<file path="config.mk">
export PLATFORM = sky130hd
export DESIGN_NAME = selective_repeat_receiver_core
export DESIGN_NICKNAME = d
export VERILOG_FILES = /design/src/rtl/core/srr_pkg.sv /design/src/rtl/core/selective_repeat_receiver_core.sv /design/src/rtl/core/srr_sum_unit.sv /design/src/rtl/core/srr_flag_store.sv
export VERILOG_INCLUDE_DIRS = /design/src /design/src/rtl/core
export SDC_FILE = /design/constraint.sdc
export NUM_CORES = 1
export LEC_CHECK = 0
export BUFFER_PORTS_ARGS = -buffer_cell sky130_fd_sc_hd__buf_2
export CORE_MARGIN = 5
export CORE_UTILIZATION = 50
export DETAILED_ROUTE_END_ITERATION = 12
export PLACE_DENSITY = 0.74
export SETUP_SLACK_MARGIN = 0.4
export SYNTH_ARGS = -nofsm -noshare
export SYNTH_HDL_FRONTEND = slang
export SYNTH_SLANG_ARGS = --single-unit
</file>
<file path="constraint.sdc">
create_clock -name i_clk -period 9.8 [get_ports i_clk]
set_clock_uncertainty 0.05 [all_clocks]
set_input_delay 0.49 -clock i_clk [delete_from_list [all_inputs] [get_ports i_clk]]
set_output_delay 0.49 -clock i_clk [all_outputs]
set_load 0.05 [all_outputs]
</file>
<file path="src/rtl/core/assert_macros.svh">
// Assertion macros shared by the receiver core.
// With SYNTH defined the macros expand to nothing.
`ifndef ASSERT_MACROS_SVH
`define ASSERT_MACROS_SVH
`ifndef SYNTH
// Checked at every rising edge except while reset is held.
`define ASSERT_CLK_RST(label, clk, rst_n, prop, msg) \
    label: assert property (@(posedge clk) disable iff (!rst_n) prop) \
        else $error(msg);
// Checked at every rising edge, reset included.
`define ASSERT_CLK(label, clk, prop, msg) \
    label: assert property (@(posedge clk) prop) else $error(msg);
`else
`define ASSERT_CLK_RST(label, clk, rst_n, prop, msg)
`define ASSERT_CLK(label, clk, prop, msg)
`endif
`endif

</file>
<file path="src/rtl/core/srr_pkg.sv">
`timescale 1ns / 1ps

package srr_pkg;

    localparam int BUFFER_DEPTH_DEF = 32;
    localparam int SEQ_W            = 16;
    localparam int WIN_W            = 6;
    localparam int SUM_W            = 32;
    localparam int PAYLOAD_BYTES    = 20;
    localparam int PAYLOAD_W        = PAYLOAD_BYTES * 8;
    localparam int BYTES_PER_WORD   = SUM_W / 8;
    localparam int WORD_CHUNKS      = PAYLOAD_BYTES / BYTES_PER_WORD;
    localparam int CHUNK_W          = $clog2(WORD_CHUNKS);
    // Wide enough for a slot index at a buffer depth of up to 64.
    localparam int SLOT_FIELD_W     = 6;

    localparam logic [SEQ_W-1:0] SEQ_MAX      = {SEQ_W{1'b1}};
    localparam logic [WIN_W-1:0] WINDOW_RESET = WIN_W'(8);

    localparam logic KIND_ACK  = 1'b0;
    localparam logic KIND_DATA = 1'b1;

    typedef enum logic [4:0] {
        S_IDLE    = 5'b00001,
        S_SUM     = 5'b00010,
        S_CHECK   = 5'b00100,
        S_DELIVER = 5'b01000,
        S_WALK    = 5'b10000
    } t_state;

    typedef struct packed {
        logic                    set;
        logic                    clear;
        logic [SLOT_FIELD_W-1:0] slot;
    } t_flag_cmd;

    function automatic logic [SUM_W-1:0] sext_byte(input logic [7:0] b);
        return {{(SUM_W - 8){b[7]}}, b};
    endfunction

endpackage

</file>
<file path="src/rtl/core/selective_repeat_receiver_core.sv">
`timescale 1ns / 1ps
`include "assert_macros.svh"
// Channel   Direction  Handshake                       Word
// packet    in         start high while busy low       seq, ack, checksum, payload
// result    out        o_result_valid for one cycle    result_kind
// config    in         i_cfg_valid and o_cfg_ready     window_size
//
// After a packet is taken the block is busy: the checksum adder folds four
// payload bytes a cycle over the five payload words, then the check step tests
// sum and window. An in-order packet adds a deliver step and a walk that releases
// the buffered packets (at most BUFFER_DEPTH - 1), one hold flag a cycle.
// Synchronous reset zeroes the expected number, clears the flags and returns
// the window to eight.
// Results cannot be held off, so nothing ever stalls inside the block.

module selective_repeat_receiver_core import srr_pkg::*; #(
    parameter int BUFFER_DEPTH = BUFFER_DEPTH_DEF
) (
    input  logic                    i_clk,
    input  logic                    i_rst_n,
    input  logic                    start,
    output logic                    busy,
    input  logic [SEQ_W-1:0]        i_seq_number,
    input  logic [SEQ_W-1:0]        i_ack_number,
    input  logic signed [SUM_W-1:0] i_checksum_value,
    input  logic [63:0]             i_payload_low,
    input  logic [63:0]             i_payload_mid,
    input  logic [31:0]             i_payload_high,
    output logic                    o_result_valid,
    output logic                    o_result_kind,
    input  logic                    i_cfg_valid,
    output logic                    o_cfg_ready,
    input  logic [WIN_W-1:0]        i_window_size
);

    localparam int SLOT_W = (BUFFER_DEPTH > 1) ? $clog2(BUFFER_DEPTH) : 1;
    localparam logic [SLOT_W-1:0] LAST_SLOT = SLOT_W'(BUFFER_DEPTH - 1);
    localparam logic [SLOT_W-1:0] STEPS_MAX = SLOT_W'(BUFFER_DEPTH - 1);
    localparam logic [SLOT_W:0]   DEPTH_S   = (SLOT_W + 1)'(BUFFER_DEPTH);
    localparam logic [WIN_W:0]    DEPTH_W   = (WIN_W + 1)'(BUFFER_DEPTH);
    localparam logic [CHUNK_W-1:0] LAST_CHUNK = CHUNK_W'(WORD_CHUNKS - 1);

    t_state               r_state;
    t_state               n_state;
    logic [WIN_W-1:0]     r_window;
    logic [SEQ_W-1:0]     r_exp;
    logic [SEQ_W-1:0]     n_exp;
    logic [SLOT_W-1:0]    r_slot;
    logic [SLOT_W-1:0]    n_slot;
    logic [SLOT_W-1:0]    r_steps;
    logic [SLOT_W-1:0]    n_steps;
    logic [CHUNK_W-1:0]   r_chunk;
    logic [CHUNK_W-1:0]   n_chunk;
    logic                 r_out_valid;
    logic                 n_out_valid;
    logic                 r_out_kind;
    logic                 n_out_kind;
    logic [SEQ_W-1:0]     r_seq;
    logic [SUM_W-1:0]     r_csum;
    logic [PAYLOAD_W-1:0] r_payload;

    logic                 accept;
    logic [SUM_W-1:0]     sum;
    logic [SUM_W-1:0]     chunk_word;
    logic                 held;
    t_flag_cmd            flag_cmd;

    logic [WIN_W:0]       win_eff;
    logic [SEQ_W:0]       exp_x;
    logic [SEQ_W:0]       seq_x;
    logic [SEQ_W:0]       win_x;
    logic [SEQ_W:0]       lower;
    logic [SEQ_W:0]       upper;
    logic                 good;
    logic [SEQ_W-1:0]     ahead;
    logic [SLOT_W:0]      slot_sum;
    logic [SLOT_W-1:0]    buf_slot;
    logic [SLOT_W-1:0]    slot_inc;
    logic                 walk_go;

    assign accept      = start && (r_state == S_IDLE);
    assign busy        = (r_state != S_IDLE);
    assign o_cfg_ready = (r_state == S_IDLE);

    assign chunk_word = r_payload[r_chunk * SUM_W +: SUM_W];

    srr_sum_unit u_sum (
        .i_clk  (i_clk),
        .i_load (accept),
        .i_seq  (i_seq_number),
        .i_ack  (i_ack_number),
        .i_add  (r_state == S_SUM),
        .i_word (chunk_word),
        .o_sum  (sum)
    );

    srr_flag_store #(
        .BUFFER_DEPTH (BUFFER_DEPTH)
    ) u_flags (
        .i_clk   (i_clk),
        .i_rst_n (i_rst_n),
        .i_cmd   (flag_cmd),
        .o_held  (held)
    );

    // A window of zero acts as one; anything above the buffer depth is clipped.
    always_comb begin
        if (r_window == '0) begin
            win_eff = (WIN_W + 1)'(1);
        end else if ({1'b0, r_window} > DEPTH_W) begin
            win_eff = DEPTH_W;
        end else begin
            win_eff = {1'b0, r_window};
        end
    end

    assign exp_x = {1'b0, r_exp};
    assign seq_x = {1'b0, r_seq};
    assign win_x = (SEQ_W + 1)'(win_eff);
    assign lower = (exp_x >= win_x) ? (exp_x - win_x) : '0;
    assign upper = exp_x + win_x - (SEQ_W + 1)'(1);
    assign good  = (sum == r_csum) && (seq_x >= lower) && (seq_x <= upper);

    // A later packet lies less than one window ahead, so its slot is the
    // expected slot plus the distance, folded back once past the depth.
    assign ahead    = r_seq - r_exp;
    assign slot_sum = {1'b0, r_slot} + ahead[SLOT_W:0];
    assign buf_slot = (slot_sum >= DEPTH_S) ? SLOT_W'(slot_sum - DEPTH_S)
                                            : slot_sum[SLOT_W-1:0];
    assign slot_inc = (r_slot == LAST_SLOT) ? '0 : r_slot + SLOT_W'(1);

    assign walk_go = (r_steps < STEPS_MAX) && (r_exp != r_seq) && held;

    always_comb begin
        n_state        = r_state;
        n_exp          = r_exp;
        n_slot         = r_slot;
        n_steps        = r_steps;
        n_chunk        = r_chunk;
        n_out_valid    = 1'b0;
        n_out_kind     = r_out_kind;
        flag_cmd.set   = 1'b0;
        flag_cmd.clear = 1'b0;
        flag_cmd.slot  = SLOT_FIELD_W'(r_slot);
        case (r_state)
            S_IDLE: begin
                if (accept) begin
                    n_chunk = '0;
                    n_state = S_SUM;
                end
            end
            S_SUM: begin
                n_chunk = r_chunk + CHUNK_W'(1);
                if (r_chunk == LAST_CHUNK) begin
                    n_state = S_CHECK;
                end
            end
            S_CHECK: begin
                n_state = S_IDLE;
                flag_cmd.slot = SLOT_FIELD_W'(buf_slot);
                if (good) begin
                    n_out_valid = 1'b1;
                    n_out_kind  = KIND_ACK;
                    if (r_seq == r_exp) begin
                        n_state = S_DELIVER;
                    end else if (r_seq > r_exp) begin
                        flag_cmd.set = 1'b1;
                    end
                end
            end
            S_DELIVER: begin
                n_out_valid = 1'b1;
                n_out_kind  = KIND_DATA;
                n_steps     = '0;
                if (r_exp != SEQ_MAX) begin
                    n_exp  = r_exp + SEQ_W'(1);
                    n_slot = slot_inc;
                end
                n_state = S_WALK;
            end
            S_WALK: begin
                if (walk_go) begin
                    flag_cmd.clear = 1'b1;
                    n_out_valid    = 1'b1;
                    n_out_kind     = KIND_DATA;
                    n_steps        = r_steps + SLOT_W'(1);
                    if (r_exp == SEQ_MAX) begin
                        // Saturated counter: this delivery ends the walk.
                        n_state = S_IDLE;
                    end else begin
                        n_exp  = r_exp + SEQ_W'(1);
                        n_slot = slot_inc;
                    end
                end else begin
                    n_state = S_IDLE;
                end
            end
            default: begin
                n_state = S_IDLE;
            end
        endcase
    end

    always_ff @(posedge i_clk) begin
        if (!i_rst_n) begin
            r_state     <= S_IDLE;
            r_window    <= WINDOW_RESET;
            r_exp       <= '0;
            r_slot      <= '0;
            r_steps     <= '0;
            r_chunk     <= '0;
            r_out_valid <= 1'b0;
            r_out_kind  <= KIND_ACK;
        end else begin
            r_state     <= n_state;
            r_exp       <= n_exp;
            r_slot      <= n_slot;
            r_steps     <= n_steps;
            r_chunk     <= n_chunk;
            r_out_valid <= n_out_valid;
            r_out_kind  <= n_out_kind;
            if (i_cfg_valid && o_cfg_ready) begin
                r_window <= i_window_size;
            end
        end
    end

    always_ff @(posedge i_clk) begin
        if (accept) begin
            r_seq     <= i_seq_number;
            r_csum    <= $unsigned(i_checksum_value);
            r_payload <= {i_payload_high, i_payload_mid, i_payload_low};
        end
    end

    assign o_result_valid = r_out_valid;
    assign o_result_kind  = r_out_kind;

    `ASSERT_CLK(a_reset_quiet, i_clk, !i_rst_n |=> (!o_result_valid && !busy), "reset left the core active")
    `ASSERT_CLK_RST(a_ack_after_check, i_clk, i_rst_n, (o_result_valid && (o_result_kind == KIND_ACK)) |-> $past(r_state == S_CHECK), "ACK word outside the check step")
    `ASSERT_CLK_RST(a_data_after_ack, i_clk, i_rst_n, (o_result_valid && (o_result_kind == KIND_DATA)) |-> ($past(r_state == S_DELIVER) || $past(r_state == S_WALK)), "delivery word outside the walk")
    `ASSERT_CLK_RST(a_exp_monotonic, i_clk, i_rst_n, $past(i_rst_n) |-> (r_exp >= $past(r_exp)), "expected number went backwards")
    `ASSERT_CLK_RST(a_walk_bound, i_clk, i_rst_n, r_steps <= STEPS_MAX, "walk ran past the buffer depth")

endmodule

</file>
<file path="src/rtl/core/srr_sum_unit.sv">
`timescale 1ns / 1ps

module srr_sum_unit import srr_pkg::*; (
    input  logic             i_clk,
    input  logic             i_load,
    input  logic [SEQ_W-1:0] i_seq,
    input  logic [SEQ_W-1:0] i_ack,
    input  logic             i_add,
    input  logic [SUM_W-1:0] i_word,
    output logic [SUM_W-1:0] o_sum
);

    logic [SUM_W-1:0] r_acc;
    logic [SUM_W-1:0] n_acc;
    logic [SUM_W-1:0] word_sum;

    // Four payload bytes, each taken as a signed value, join the running sum.
    always_comb begin
        word_sum = r_acc;
        for (int k = 0; k < BYTES_PER_WORD; k++) begin
            word_sum = word_sum + sext_byte(i_word[8*k +: 8]);
        end
    end

    always_comb begin
        n_acc = r_acc;
        if (i_load) begin
            n_acc = SUM_W'(i_seq) + SUM_W'(i_ack);
        end else if (i_add) begin
            n_acc = word_sum;
        end
    end

    always_ff @(posedge i_clk) begin
        r_acc <= n_acc;
    end

    assign o_sum = r_acc;

endmodule

</file>
<file path="src/rtl/core/srr_flag_store.sv">
`timescale 1ns / 1ps

module srr_flag_store import srr_pkg::*; #(
    parameter int BUFFER_DEPTH = BUFFER_DEPTH_DEF
) (
    input  logic      i_clk,
    input  logic      i_rst_n,
    input  t_flag_cmd i_cmd,
    output logic      o_held
);

    localparam int SLOT_W = (BUFFER_DEPTH > 1) ? $clog2(BUFFER_DEPTH) : 1;

    logic [BUFFER_DEPTH-1:0] r_held;
    logic [SLOT_W-1:0]       idx;

    assign idx    = i_cmd.slot[SLOT_W-1:0];
    assign o_held = r_held[idx];

    always_ff @(posedge i_clk) begin
        if (!i_rst_n) begin
            r_held <= '0;
        end else if (i_cmd.set) begin
            r_held[idx] <= 1'b1;
        end else if (i_cmd.clear) begin
            r_held[idx] <= 1'b0;
        end
    end

endmodule
</file>
==> impl_results.md, run 1 <==
- Setup violators final: 0
- Commonest non-fill, non-tap cells in the layout: edfxtp_1, buf_2, ha_1, a21oi_1, nor2_1
- Total wire length: 47290 um
- Clock share of power: approximately 22%
- Mapped Area: 0.01849 mm^2
- Pre-antenna DRT Iters: 5
- Vias per Instance: 5.875
- Highest clock rate: 144.7 MHz
- Placer Congestion: 0.9228
- Setup crit end kind: flip-flop
- Dpl hpwl: 36080 um
- TritonCTS Buffers: 36
- First-pass GRT wire length: 74220 um
- DRT iter0 DRCs: 875
- Final setup TNS: 0 ns
- Grt ovf: 0
- Power Density: 276.9 mW/mm^2
- # fillers: 2870
- Mean post-synth cell area: 11.79 um^2
- # IOs: 238
- Drc violations: 0
- Switching power: 2.217 mW
- # rows: 70
- Status: complete, no violations
- Hold Violations, Final: 0
- Hold_buf cts: 0
- CTS tree: built
- Worst EP arrival: 7.16 ns
- Max Slew Vio Count: 0
- Hold Worst Slack: roughly 0.055 ns
- Worst-skew pair later-pin latency: 0.56 ns
- Syn nets: 2009
- RSZ-0062 raised after global routing: false
- Peak supply drop: 199.0 uV
- Wirelength per Cell: roughly 21 um
- Post-CTS sizing: 0
- Port buffer count: 237
- Fin crit share: between 70% and 80%
- H-tree depth: 2
- Pint: 3.687 mW
- Rel. slew slack: 20.75%
- Via Count: 13.55k
- Prevailing post-synth register cell: edfxtp_1
- Synth-to-layout area growth: 15.28%
- Fin nets: 2253
- Antenna-violating nets left: 0
- Gr usage total: 22.83%
- Largest net degree at the start of global routing: 89
- Worst EP required: 10.05 ns
- Crit path time final: ~6.9 ns
- Synth Warn #: 0
- Cells after synthesis: between 1.5k and 2k
- Crit path kind: flip-flop to flip-flop
- Number of flops mapped to enable cells by yosys: 240
- Distinct cells, synth: 84
- Sequential power share: 31.1%
- Commonest non-fill, non-tap cell in the layout: edfxtp_1
- Width of the die: 202.3 um
- Worst Path Max Fanout: 24
- Sw Ratio: 37.56%
- Clk buf depth: 3
- P_leak: 8.512 nW
- Clock sink count: 314
- Comb pwr share: 46.8%
- Initial core utilization: between 50% and 60%
- DIE HEIGHT: 202.3 um
- Die Area: slightly above 0.04 mm^2
- Synthesized flop and latch total: 314
- Sequential-to-total area share from yosys stat: 46.98%
- Power consumption: 5.904 mW
- Tightest Hold Check Type: input pin to flip-flop
- Slew @ Worst Pin: 1.186 ns
- Startpoint Class: flip-flop
- Vias in the first global route: 13.90k
- Root Driver: clkbuf_16
- Util after Layout: 58.37%
- Core Region: approximately 0.037 mm^2
- Initial antenna violation count: 7
- Max cap viols: 0
- Layout cell share with drive strength beyond 1: 19.99%
- Clock Pin Slew Worst Setup and Hold Paths: 0.06 ns
- Setup Fix Bufs, Post-CTS: 0
- Async set or reset register ratio after synthesis: 0%
==> kinds of logic (layout without fill, tap and decap cells) <==
group / count (synthesis) / count (layout) / synth area share (%)
buffers and inverters: 128 / 396 / 2.720
flip-flops: 314 / 314 / 46.98
other: 0 / 3 / 0
multiplexers: 46 / 46 / 4.682
AO/OA/AOI/OAI: 404 / 404 / 14.52
AND/OR/NAND/NOR: 364 / 364 / 9.783
adder cells (fa/ha/maj): 207 / 207 / 16.20
XOR/XNOR: 105 / 105 / 5.121
==> Yosys cell counts, types with 4 or more instances <==
master	count	area, um^2
dfxtp_1	74	1481
or3_1	5	31.28
nand2_1	76	285.3
o21ai_1	4	20.02
inv_1	84	315.3
xor2_1	15	131.4
and4_1	8	70.07
o31ai_1	9	67.56
clkbuf_1	31	116.4
nand2b_1	21	131.4
a21oi_1	122	610.6
a2111oi_2	4	60.06
nand3_1	35	175.2
o211ai_1	6	45.04
o21ai_0	72	360.4
o21a_1	17	127.6
mux2_2	4	45.04
mux2i_1	10	100.1
a31oi_1	9	56.30
nor2_1	108	405.4
and3_1	13	81.33
or2_2	5	31.28
nor3_1	25	125.1
ha_1	153	1914
edfxtp_1	240	7207
nor2b_1	14	87.58
nand4_1	23	143.9
a21o_1	34	255.2
nor4_1	6	37.54
or4_1	5	37.54
a211oi_1	20	150.1
o21bai_1	13	97.59
xnor2_1	88	770.7
buf_1	4	15.01
a22o_1	29	254.0
o22ai_1	4	25.02
a211o_1	6	52.55
fa_1	54	1081
mux4_2	32	720.7
==> power by group through the flow <==
stage	combinational, mW	sequential [mW]	clock (mW)
2_1_floorplan	2.15	1.83	0
3_3_place_gp	2.67	1.87	0
6_report	2.76	1.84	1.30
5_1_grt	3.10	1.86	1.39
4_1_cts	2.75	1.84	1.33
3_5_place_dp	2.73	1.87	0
==> per-stage QoR <==
step | std cells | worst slack, ns | cell area, um^2
floorplan | 1568 | 0.9696 | 18490
global placement | 2242 | 3.008 | 20180
detailed placement | 2242 | 2.856 | 20180
CTS | 2304 | 2.847 | 21310
global route | 2305 | 2.451 | 21310
finish | 2307 | 2.891 | 21320
==> worst paths after layout <==
kind | start | end | slack, ns | depth (start not counted)
min reg2reg | flip-flop | flip-flop | 0.42 | 2
max | r_chunk[0] | u_sum.o_sum[31] | 2.89 | 16
max reg2reg | r_chunk[0] | u_sum.o_sum[31] | 2.89 | 16
min | i_payload_low[15] | r_payload[15] | 0.06 | 1
==> area by class of cell <==
class | instances | area, um^2 | area share, %
clock buffer | 46 | 989.7 | 4.642
inverter | 87 | 334.1 | 1.567
clock inverter | 16 | 140.1 | 0.6573
antenna | 3 | 7.507 | 0.03521
multi-input combinational | 1126 | 9310 | 43.67
timing repair buffer | 247 | 1261 | 5.916
tap | 468 | 585.6 | 2.747
sequential | 314 | 8691 | 40.77
==> layer usage <==
layer	share of wire, %	track usage, %	wire length, um	up-vias
met5	0.15	0	69	-
met4	3.2	8.002	1523	10
met3	7.2	4.733	3418	112
met2	49	39.02	23050	489
met1	41	28.99	19230	6569
li1	-	-	-	6374
==> critical path, cell delays in order (launching register included) <==
cell and delay, ns:
dfxtp_2 0.85, buf_4 0.42, mux4_2 0.54, a22o_1 0.23
fa_2 1.15, fa_1 0.56, ha_1 0.37, a21o_1 0.18
a21oi_1 0.17, o21ai_0 0.16, a221oi_1 0.29, o21bai_1 0.10
o21ai_0 0.31, a31oi_1 0.23, o21ai_0 0.44, nor3_1 0.11
or3b_2 0.47
Power figures use the tool's default switching activity.
==> inputs of run 2 (changes only) <==
clock period = 7.1 ns   (was 9.8 ns; I/O delays follow)
==> run 2 against run 1 <==
Against the previous run:
- cell area increased by 10%
- register-to-register slack got worse by 2.2 ns
- total power increased by 43%
- fmax increased by 8.3%
- core utilization increased by 6.0 points
- routed wire length increased by 19%
==> impl_results.md, run 2 (synthesis results as in run 1) <==
- Status: complete, no violations (unchanged)
- H-tree depth: 2 (unchanged)
- Fin nets: 2469 (was 2253)
- Slew @ Worst Pin: 1.105 ns (was 1.186 ns)
- Die Area: 0.04093 mm^2 (unchanged)
- Width of the die: 202.3 um (unchanged)
- Multi-input logic area: 0.009316 mm^2 (was 0.009310 mm^2)
- Grt ovf: 0 (unchanged)
- Layout cell share with drive strength beyond 1: 18.57% (was 19.99%)
- Worst Hold End: r_window[2] (was r_payload[15])
- # fillers: 2596 (was 2870)
- Antenna-violating nets left: 0 (unchanged)
- Gr usage total: 27.22% (was 22.83%)
- Highest clock rate: 156.8 MHz (was 144.7 MHz)
- Worst EP required: 7.34 ns (was 10.05 ns)
- Total wire length: 56060 um (was 47290 um)
- Critical path cell sequence: buf_6, mux4_2, a22o_1, fa_1, fa_1, fa_1, inv_1, fa_1, nor2b_1, o21a_1, o21ai_0, a21o_1, nor3_1, o21ai_0, a31oi_1, o21ai_2, o211ai_1, or3b_2 (was buf_4, mux4_2, a22o_1, fa_2, fa_1, ha_1, a21o_1, a21oi_1, o21ai_0, a221oi_1, o21bai_1, o21ai_0, a31oi_1, o21ai_0, nor3_1, or3b_2)
- Min-delay src: i_window_size[2] (was i_payload_low[15])
- Hold Violations, Final: 0 (unchanged)
- Initial core utilization: 50.64% (unchanged)
- Vias per Instance: 5.898 (was 5.875)
- Worst r2r src: r_chunk[0] (unchanged)
- CTS tree: built (unchanged)
- FF-to-FF path depth: 18 (was 16)
- Clock sink count: 314 (unchanged)
- Clk buf depth: 3 (unchanged)
- Via Count: 14.88k (was 13.55k)
- # rows: 70 (unchanged)
- Placed cells: 2251 (was 2242)
- Slowest Stage Delay on Critical Path: 0.56 ns (was 1.15 ns)
- # IOs: 238 (unchanged)
- Largest net degree at the start of global routing: 101 (was 89)
- Hold Worst Slack: 0.01819 ns (was 0.05504 ns)
- Slowest stage cell on the critical path: fa_1 (was fa_2)
- Crit path kind: flip-flop to flip-flop (unchanged)
- Initial antenna violation count: 3 (was 7)
- Placer Congestion: 0.9124 (was 0.9228)
- Setup crit end kind: flip-flop (unchanged)
- Storage element area: 0.008691 mm^2 (unchanged)
- Pre-antenna DRT Iters: 5 (unchanged)
- Worst Path Max Fanout: 14 (was 24)
- Commonest non-fill, non-tap cell in the layout: edfxtp_1 (unchanged)
- Rel. slew slack: 25.66% (was 20.75%)
- Port buffer count: 237 (unchanged)
- Met2 Usage GRT: 47.58% (was 39.02%)
- P_leak: 9.443 nW (was 8.512 nW)
- DIE HEIGHT: 202.3 um (unchanged)
- Wirelength per Cell: 22.22 um (was 20.50 um)
- Drc violations: 0 (unchanged)
- Synth-to-layout area growth: 27.18% (was 15.28%)
- DRT iter0 DRCs: 1194 (was 875)
- GRT busiest layer: met2 (unchanged)
- Crit path time final: 6.378 ns (was 6.909 ns)
- Commonest non-fill, non-tap cells in the layout: edfxtp_1, buf_2, dlygate4sd3_1, ha_1, a21oi_1 (was edfxtp_1, buf_2, ha_1, a21oi_1, nor2_1)
- Worst-skew pair later-pin latency: 0.57 ns (was 0.56 ns)
- Fin crit share: 89.83% (was 70.50%)
- Peak supply drop: 272.2 uV (was 199.0 uV)
- Dpl hpwl: 36750 um (was 36080 um)
- R2R setup slack: 0.72 ns (was 2.89 ns)
- TritonCTS Buffers: 35 (was 36)
- First-pass GRT wire length: 87820 um (was 74220 um)
- Setup Fix Bufs, Post-CTS: 0 (unchanged)
- Final Non-Filler Cells: 2523 (was 2307)
- Setup violators final: 0 (unchanged)
- Root Driver: clkbuf_16 (unchanged)
- Reg2reg end: u_sum.o_sum[31] (unchanged)
- Startpoint Class: flip-flop (unchanged)
- Core Region: 0.03652 mm^2 (unchanged)
- Clock Pin Slew Worst Setup and Hold Paths: 0.06 ns (about the same)
- Worst Hold Depth: 3 (was 1)
- Worst EP arrival: 6.61 ns (was 7.16 ns)
- Most used cell, CP: fa_1 (was o21ai_0)
- Max cap viols: 0 (unchanged)
- Met1 usage: 34.12% (was 28.99%)
- Power Density: 357.7 mW/mm^2 (was 276.9 mW/mm^2)
- Final setup TNS: 0 ns (unchanged)
- Tightest Hold Check Type: input pin to flip-flop (unchanged)
- Max Slew Vio Count: 0 (unchanged)
- RSZ-0062 raised after global routing: false (unchanged)
- Met3 Use GR: 4.925% (was 4.733%)
- Vias in the first global route: 15.37k (was 13.90k)
-- run 2: changes by cell type in the layout (fill, tap and decap cells not counted), moves of 2 or more --
cell and change:
inv_16 -2, buf_4 +8, bufinv_16 +2, clkinv_1 -2
clkbuf_1 -2, dlygate4sd3_1 +208
-- run 2: where the power goes --
group          switching (mW)  internal (mW)
combinational            2.20           1.80
clock                   0.792           1.08
sequential              0.189           2.35
total                    3.18           5.23
-- run 2: worst max path at each step --
stage / cells past startpoint / endpoint / from / slack [ns]
floorplan: 19 / u_sum.o_sum[31] / r_chunk[0] / 0.65
global placement: 19 / u_sum.o_sum[31] / r_chunk[0] / 0.78
detailed placement: 19 / u_sum.o_sum[31] / r_chunk[0] / 0.63
CTS: 19 / u_sum.o_sum[31] / r_chunk[0] / 0.62
global route: 18 / u_sum.o_sum[31] / r_chunk[0] / 0.43
finish: 18 / u_sum.o_sum[31] / r_chunk[0] / 0.72
-- run 2: what timing repair did --
action | 4_1_cts | 5_1_grt
resized for setup | 0 | 3
hold endpoints to repair | 208 | 0
setup endpoints to repair | 0 | 1
hold buffers | 208 | 0
-- run 2: through the flow --
| step | power [mW] | util (%) | instance area (um^2) | setup slack, ns |
|---|---|---|---|---|
| final | 8.414 | 64.40 | 23520 | 0.7222 |
| after CTS | 8.315 | 64.36 | 23510 | 0.6200 |
| after detailed placement | 6.371 | 55.45 | 20250 | 0.6266 |
| after floorplan | 5.480 | - | 18500 | 0.6509 |
| after global placement | 6.275 | 55.45 | 20250 | 0.7786 |
| after global routing | 8.999 | 64.40 | 23520 | 0.4309 |
-- run 2: area by class of cell --
| type | count | area share (%) |
|---|---|---|
| antenna | 3 | 0.03192 |
| multi-input combinational | 1126 | 39.61 |
| sequential | 314 | 36.95 |
| timing repair buffer | 464 | 14.52 |
| clock buffer | 43 | 4.070 |
| clock inverter | 18 | 0.9097 |
| inverter | 87 | 1.420 |
| tap | 468 | 2.490 |
-- run 2: metal layers --
metal	vias to the layer above	routed length [um]
li1	6810	-
met1	7199	21720
met2	742	27950
met3	128	4269
met4	2	2111
met5	-	7
-- run 2: critical path: cells and delay by family (launching register included) --
family,cells,cell delay [ns]
simple gates,3,0.89
compound gates,8,1.68
mux,1,0.55
fa+ha+maj,4,2.09
buf+inv,2,0.36
flops,1,0.51
